File: config.mk
export PLATFORM = sky130hd
export DESIGN_NAME = rpn_calc_alu
export DESIGN_NICKNAME = d
export VERILOG_FILES = /design/src/rtl/rpn_calc_pkg.sv /design/src/rtl/rpn_calc_alu.sv
export SDC_FILE = /design/constraint.sdc
export NUM_CORES = 1
export LEC_CHECK = 0
export BUFFER_PORTS_ARGS = -buffer_cell sky130_fd_sc_hd__clkbuf_2
export CORE_ASPECT_RATIO = 0.8
export CORE_MARGIN = 4
export CORE_UTILIZATION = 30
export CTS_BUF_LIST = sky130_fd_sc_hd__clkbuf_4
export CTS_CLUSTER_DIAMETER = 80
export DETAILED_ROUTE_END_ITERATION = 8
export GPL_ROUTABILITY_DRIVEN = 0
export SYNTH_ARGS = -nofsm -noshare
export SYNTH_HDL_FRONTEND = slang
export SYNTH_SLANG_ARGS = --single-unit
File: constraint.sdc
create_clock -name clock -period 7.3 [get_ports clock]
set_input_delay 1.095 -clock clock [delete_from_list [all_inputs] [get_ports clock]]
set_output_delay 1.095 -clock clock [all_outputs]
set_load 0.01 [all_outputs]
File: src/rtl/rpn_calc_pkg.sv
// shared types, widths, operation codes and helpers for the rpn stack calculator
package rpn_calc_pkg;

   // field widths
   localparam int VALUE_W     = 48;
   localparam int MODE_W      = 3;
   localparam int DEPTH_OUT_W = 8;
   localparam int FRAC_W      = 16;
   localparam int INT_W       = VALUE_W - FRAC_W;

   // default number of stack entries
   localparam int DEFAULT_STACK_DEPTH = 128;

   // shared arithmetic unit sizing
   localparam int DIVIDEND_W = 64;
   localparam int ADD_W      = VALUE_W + 1;
   localparam int SUM_W      = ADD_W + 1;
   localparam int PROD_MAG_W = 2 * VALUE_W - FRAC_W;
   localparam int MUL_STEPS  = VALUE_W;
   localparam int DIV_STEPS  = DIVIDEND_W;
   localparam int STEP_W     = $clog2(DIV_STEPS + 1);

   // operation codes
   localparam logic [MODE_W-1:0] MODE_PUSH = 3'd0;
   localparam logic [MODE_W-1:0] MODE_ADD  = 3'd1;
   localparam logic [MODE_W-1:0] MODE_SUB  = 3'd2;
   localparam logic [MODE_W-1:0] MODE_MUL  = 3'd3;
   localparam logic [MODE_W-1:0] MODE_DIV  = 3'd4;
   localparam logic [MODE_W-1:0] MODE_MOD  = 3'd5;
   localparam logic [MODE_W-1:0] MODE_POP  = 3'd6;

   typedef logic [VALUE_W-1:0] value_type;

   // saturation limits in raw q32.16 units
   localparam value_type VALUE_MAX = {1'b0, {(VALUE_W-1){1'b1}}};
   localparam value_type VALUE_MIN = {1'b1, {(VALUE_W-1){1'b0}}};

   // sequencer to arithmetic unit
   typedef struct packed {
      logic start;
      logic is_div;
   } alu_ctrl_type;

   // arithmetic unit to sequencer
   typedef struct packed {
      logic busy;
      logic done;
   } alu_stat_type;

   // absolute value of a two's complement value, most negative maps to 2^47
   function automatic value_type magnitude(input value_type v);
      value_type m;
      m = v[VALUE_W-1] ? value_type'(~v + value_type'(1)) : v;
      return m;
   endfunction

endpackage

File: src/rtl/rpn_calc_alu.sv
// shared iterative unit: shift-add multiply and restoring divide on one adder
module rpn_calc_alu (
   input  logic                                      clock,
   input  logic                                      reset,
   input  rpn_calc_pkg::alu_ctrl_type                ctrl,
   input  logic [rpn_calc_pkg::DIVIDEND_W-1:0]       a_val,
   input  rpn_calc_pkg::value_type                   b_val,
   output rpn_calc_pkg::alu_stat_type                stat,
   output rpn_calc_pkg::value_type                   hi_out,
   output logic [rpn_calc_pkg::DIVIDEND_W-1:0]       lo_out
);

   localparam int VW = rpn_calc_pkg::VALUE_W;
   localparam int DW = rpn_calc_pkg::DIVIDEND_W;
   localparam int AW = rpn_calc_pkg::ADD_W;
   localparam int SW = rpn_calc_pkg::SUM_W;
   localparam int CW = rpn_calc_pkg::STEP_W;

   logic                     busy_ff;
   logic                     done_ff;
   logic                     div_ff;
   logic [CW-1:0]            count_ff;
   logic [AW-1:0]            hi_ff;
   logic [DW-1:0]            lo_ff;
   rpn_calc_pkg::value_type  b_ff;

   logic [AW-1:0]            add_a;
   logic [AW-1:0]            add_b;
   logic                     sub;
   logic [SW-1:0]            sum;
   logic [AW-1:0]            hi_in;
   logic [DW-1:0]            lo_in;

   // one adder step: divide shifts the partial remainder and trial-subtracts,
   // multiply adds the multiplicand when the low multiplier bit is set
   always_comb begin
      if (div_ff) begin
         add_a = {hi_ff[VW-1:0], lo_ff[DW-1]};
         add_b = {1'b0, b_ff};
         sub   = 1'b1;
      end else begin
         add_a = hi_ff;
         add_b = lo_ff[0] ? {1'b0, b_ff} : '0;
         sub   = 1'b0;
      end
      sum = {1'b0, add_a} + {1'b0, (sub ? ~add_b : add_b)} + SW'(sub);
      if (div_ff) begin
         hi_in = sum[AW] ? sum[AW-1:0] : add_a;
         lo_in = {lo_ff[DW-2:0], sum[AW]};
      end else begin
         hi_in = sum[SW-1:1];
         lo_in = {{(DW-VW){1'b0}}, sum[0], lo_ff[VW-1:1]};
      end
   end

   // step counter and operand registers
   always_ff @(posedge clock) begin
      if (reset) begin
         busy_ff <= 1'b0;
         done_ff <= 1'b0;
      end else begin
         done_ff <= 1'b0;
         if (ctrl.start) begin
            busy_ff  <= 1'b1;
            div_ff   <= ctrl.is_div;
            count_ff <= ctrl.is_div ? CW'(rpn_calc_pkg::DIV_STEPS)
                                    : CW'(rpn_calc_pkg::MUL_STEPS);
            hi_ff    <= '0;
            lo_ff    <= a_val;
            b_ff     <= b_val;
         end else if (busy_ff) begin
            hi_ff    <= hi_in;
            lo_ff    <= lo_in;
            count_ff <= count_ff - CW'(1);
            if (count_ff == CW'(1)) begin
               busy_ff <= 1'b0;
               done_ff <= 1'b1;
            end
         end
      end
   end

   assign stat.busy = busy_ff;
   assign stat.done = done_ff;
   assign hi_out    = hi_ff[VW-1:0];
   assign lo_out    = lo_ff;

   // done is a single-cycle pulse
   a_done_pulse: assert property (@(posedge clock) disable iff (reset)
      done_ff |=> !done_ff)
      else $error("alu done held for more than one cycle");

   // a running operation always has steps left
   a_count_live: assert property (@(posedge clock) disable iff (reset)
      (busy_ff && !ctrl.start) |-> (count_ff != '0))
      else $error("alu busy with zero step count");

endmodule

Word-level counts from Yosys, hierarchy flattened
Index checks and enable logic that the tools add are counted.
{"block": "word_totals", "output_inout_bits": 114, "word_cells": 36, "inputBits": 116, "ramBits": 0, "register_bits": 171, "mem_bits_ro": 0, "latch_bits": 0, "memories": 0}
{"block": "classes", "shifts": 0, "n_mux": 18, "reduce_logical": 4, "mul": 0, "n_div": 0, "n_bitwise": 3, "n_addsub": 3, "n_lt_le_gt_ge": 0, "n_eq_ne": 1}
{"operator": "$mux W49", "count": 5}
{"operator": "$mux W64", "count": 3}
{"operator": "$mux W48", "count": 2}
{"operator": "$add A49 B49 Y50", "count": 1}
{"operator": "$add A50 B1 Y50", "count": 1}
{"operator": "$not A49 Y49", "count": 1}
{"operator": "$mux W7", "count": 3}
{"operator": "$eq A7 B1 Y1 const B", "count": 1}
{"operator": "$sub A7 B1 Y7 const B", "count": 1}
{"operator": "$mux W1", "count": 5}
{"operator": "$reduce_and A2 Y1", "count": 2}
{"operator": "$reduce_or A3 Y1", "count": 1}
{"operator": "$not A1 Y1", "count": 2}
{"operator": "$reduce_bool A2 Y1", "count": 1}

Depth between registers and ports, before layout
{"block": "logic_depth", "word_depth": 9, "ltp_mapped": 22, "mapped_depth_nobuf": 15}

Worst setup path after synthesis
No wires, ideal clock.
{"block": "synth_timing", "kind": "input-to-reg", "startpoint": "input ctrl[1] (netlist name)", "endpoint": "register count_ff[0] (enable)", "path_slack_ns": 0.013, "path_buffers": 2, "required_time_ns": 6.700, "setup_time_ns": 0.600, "cell_stages": 4, "t_arrival_ns": 6.687, "path_cell_list": "clkbuf_1 > clkbuf_1 > nor2_1 > nor2_1"}
{"block": "synth_between", "elab_chain_len": 2}
{"item": "start, declared", "line": "rpn_calc_alu.sv:5", "source": "input rpn_calc_pkg::alu_ctrl_type ctrl,"}
{"item": "$reduce_bool A2 Y1 (no source line)"}
{"item": "$reduce_and A2 Y1 (no source line)"}
{"item": "end signal, assigned", "line": "rpn_calc_alu.sv:66", "source": "count_ff <= ctrl.is_div ? CW'(rpn_calc_pkg::DIV_STEPS)"}
{"item": "end signal, assigned", "line": "rpn_calc_alu.sv:74", "source": "count_ff <= count_ff - CW'(1);"}
{"item": "end, declared", "line": "rpn_calc_alu.sv:22", "source": "logic [CW-1:0] count_ff;"}
No other way between the ends.
A chain may end at the register's enable or synchronous reset.

Worst setup path after layout
{"block": "layout_timing", "startpoint": "register lo_ff[0], in the netlist lo_out[0]", "endpoint": "register hi_ff[45] (data pin)"}
{"block": "layout_between", "elab_chain_len": 9}
{"item": "start, declared", "line": "rpn_calc_alu.sv:24", "source": "logic [DW-1:0] lo_ff;"}
{"item": "start signal, assigned", "line": "rpn_calc_alu.sv:69", "source": "lo_ff <= a_val;"}
{"item": "start signal, assigned", "line": "rpn_calc_alu.sv:73", "source": "lo_ff <= lo_in;"}
{"item": "$mux W48 (*)", "line": "rpn_calc_alu.sv:43", "source": "add_b = lo_ff[0] ? {1'b0, b_ff} : '0;"}
{"item": "$mux W48 (*)", "line": "rpn_calc_alu.sv:37", "source": "if (div_ff) begin"}
{"item": "$not A49 Y49", "line": "rpn_calc_alu.sv:46", "source": "sum = {1'b0, add_a} + {1'b0, (sub ? ~add_b : add_b)} + SW'(sub);"}
{"item": "$mux W49 (*)", "line": "rpn_calc_alu.sv:46"}
{"item": "$add A49 B49 Y50 (*)", "line": "rpn_calc_alu.sv:46"}
{"item": "$add A50 B1 Y50 (*)", "line": "rpn_calc_alu.sv:46"}
{"item": "$mux W49", "line": "rpn_calc_alu.sv:48", "source": "hi_in = sum[AW] ? sum[AW-1:0] : add_a;"}
{"item": "$mux W49 (*)", "line": "rpn_calc_alu.sv:47", "source": "if (div_ff) begin"}
{"item": "$mux W49 (*)", "line": "rpn_calc_alu.sv:71", "source": "end else if (busy_ff) begin"}
{"item": "end signal, assigned", "line": "rpn_calc_alu.sv:72", "source": "hi_ff <= hi_in;"}
{"item": "end, declared", "line": "rpn_calc_alu.sv:23", "source": "logic [AW-1:0] hi_ff;"}
Mark *: on every way between the ends. The rest lies on a longest branch, timed or not. The select of a mux whose other input is x is not followed.

==> key figures <==
Status
  • Status: finished clean

Clocking
  • Num Clock Sinks: 171
  • Root Buffer: clkbuf_4
  • H-tree depth: 4
  • CTS tree: done
  • Max clock buf depth: 2
  • Cts repair resizes: 0
  • # hold bufs at CTS: 0
  • Clk_lat worst skew: 670 ps
  • Setup bufs post-CTS: 0
  • Reg clk slew, reported paths: 180 ps
  • Cts bufs inserted: 17

Die
  • Initial Util: 30.7%
  • Die Span X: 234 µm
  • Die height: between 150 and 200 µm
  • Io pins: 230
  • Die footprint: 44200 µm²
  • Rows: 65
  • Core area: 39900 µm²

STA
  • Final hold violation count: 0
  • Fmax: 175 MHz
  • Max-slew violations: 0
  • Slew @ Worst Pin: 1140 ps
  • Setup Skew: 36.0 ps
  • TNS Setup: 0 ps
  • Setup Viol. Count Final: 0
  • Tcrit/Tclk final: 78.1%
  • Post-route minimum period: 5700 ps
  • RSZ-0062 raised after global routing: no
  • Worst Slack Setup Final: 1600 ps
  • Max-slew headroom: 23.9%

Layout
  • Share of layout cells above drive strength 1: about a quarter
  • Nets: 1575
  • Layout filler cell count: 4041
  • P&R area growth vs syn: 12.2%
  • Layout Cell Area excl Fill: roughly 14000 µm²

Worst setup path
  • Worst EP arrival: 6110 ps
  • Crit Path Category: reg2reg
  • CP Launch Type: register
  • Worst EP required: 7710 ps
  • CP Capture Type: register
  • CP max FO: 24

Logic synthesis
  • Synth Warn #: 0
  • EDFF count, synth: 169
  • Seq/Total Area, Yosys: 41.7%
  • Cell count after synthesis: 1280
  • Post-synthesis cell area: around 12000 µm²
  • Number of synthesized register bits: 171
  • Ys async rst share: 0%
  • Syn_nets: 1444
  • Ys flop type: edfxtp_1
  • Synth Area per Inst: 9.58 µm²
  • Cell variety after synth: 78

Routing
  • Drc violations: 0
  • Via density: 5.22
  • Number of DRC markers in iteration 0: 816
  • WL/cell: 18.8 µm
  • Vias: just over 10000
  • Drt total wl: 36900 µm
  • Post-route ant nets: 0
  • Drt pass-1 iters: 5

Flow run
  • MaxCap Viol Count: 0

GRT
  • Largest net degree at the start of global routing: 155
  • All-layer global routing usage: 16.3%
  • Initial antenna violation count: 4
  • First-pass GRT wire length: 56800 µm
  • GR Overflow Total: 0
  • Vias in the first global route: 9723

Placed design
  • HPWL Detailed: 26800 µm
  • # port buffers: 229
  • Worst slack, placed: 1700 ps
  • Post-placement cell area: about 13000 µm²

Min path
  • Worst hold path class: reg2reg

Pwr
  • P_leak: 5.67 nW
  • Max VDD drop: 105 µV
  • Pwr/cell area: ~210 nW/µm²
  • Pwr Total: 2.91 mW
power by group:
part           internal, mW  total, mW  leakage (nW)  switching, mW
logic                 0.417       1.06          3.87          0.645
registers              1.19       1.26          1.64         0.0765
clock network         0.186      0.583         0.153          0.397
path summary, 6_finish.rpt:
check	start	to	slack, ps	cells after the start
hold reg to reg	busy_ff	done_ff	510	1
setup / recovery	lo_out[0]	hi_ff[45]	1600	16
setup reg to reg	lo_out[0]	hi_ff[45]	1600	16
hold / removal	busy_ff	done_ff	510	1
layer usage:
layer  routed length, µm  share of wire (%)  track usage (%)
met5                  16              0.043                0
met2               16400                 44             25.0
met4                 389                1.1             3.22
met3                2710                7.3             4.69
met1               17400                 47             23.1
cell usage in the layout (no fill, tap or decap), types with 9 or more instances in the layout:
cell	synthesis	routed
inv_1	21	20
o21ai_0	146	146
clkbuf_4	0	19
o211ai_1	10	10
clkbuf_2	0	228
ha_1	47	47
a22o_1	17	17
nand3_1	15	15
edfxtp_1	169	169
xnor2_1	33	33
o21bai_1	9	9
nand2_1	200	200
mux2_2	37	37
a21o_1	40	40
buf_4	54	13
nor2_1	55	53
a21oi_1	77	77
mux2i_1	53	53
and3_1	11	11
nor2b_1	14	13
a31oi_1	26	26
xor2_1	26	26
o22ai_1	10	10
nor3_1	9	9
critical path: stages, from the launching register on:
cell	delay (ps)
edfxtp_1	360
buf_4	270
nor2b_2	810
nand2_1	120
o21ai_0	130
ha_1	260
nand3_1	130
a2111oi_1	590
nor2_1	190
o21a_2	280
o211ai_2	250
a32o_1	540
a21o_1	730
buf_4	380
o21ai_0	110
a21oi_1	190
a211oi_2	60
Yosys cell counts (all sizes together), types with 8 or more instances:
master  instances  area, µm²
a221oi         10        100
xor2           26        228
nand2         200        751
o21ai         148        741
clkbuf         62        233
nand4           8       50.1
mux2i          53        531
and2            8       50.1
and3           11       68.8
buf            68        500
a21o           40        300
nor2           55        206
a22o           17        149
o21bai          9       67.6
a21oi          80        434
o211ai         11       87.6
ha             47        588
inv            21       78.8
a31oi          26        163
nor2b          14       87.6
nor3            9       45.0
edfxtp        169       5070
xnor2          33        289
a311oi         10        100
mux2           37        417
nand3          15       75.1
o22ai          10       62.6
cell type report:
cell class	instances	area [µm²]	share of cell area, %
Multi-Input combinational cell	958	6350	46.2
Sequential cell	171	5110	37.2
Timing Repair Buffer	242	1260	9.15
Tap cell	536	671	4.87
Clock buffer	19	143	1.04
Clock inverter	13	131	0.955
Inverter	21	78.8	0.573
Antenna cell	3	7.51	0.0546
flip-flops by register name, indices dropped and copies added, names as in the netlist:
| signal | cells |
|---|---|
| div_ff | 1 |
| done_ff | 1 |
| b_ff | 48 |
| hi_ff | 49 |
| count_ff | 7 |
| lo_out | 64 |
| busy_ff | 1 |
metrics by stage:
| step | cells | utilization (%) | hold WS (ps) |
|---|---|---|---|
| floorplan | 1280 | - | 479 |
| global route | 1963 | 34.5 | 478 |
| detailed placement | 1928 | 33.7 | 493 |
| finish | 1963 | 34.5 | 514 |
| global placement | 1928 | 33.7 | 496 |
| CTS | 1960 | 34.4 | 508 |
logic make-up (layout without fill, tap and decap cells):
kind of cell,Yosys count,count (layout),synth area share [%]
buf+inv,151,295,6.62
flops,171,171,41.7
simple gates,344,344,12.4
fa+ha+maj,48,48,4.96
xor+xnor,59,59,4.21
other cells,0,3,0
compound gates,417,417,22.3
mux,90,90,7.72
No activity file was read; power rests on OpenSTA's default activity.
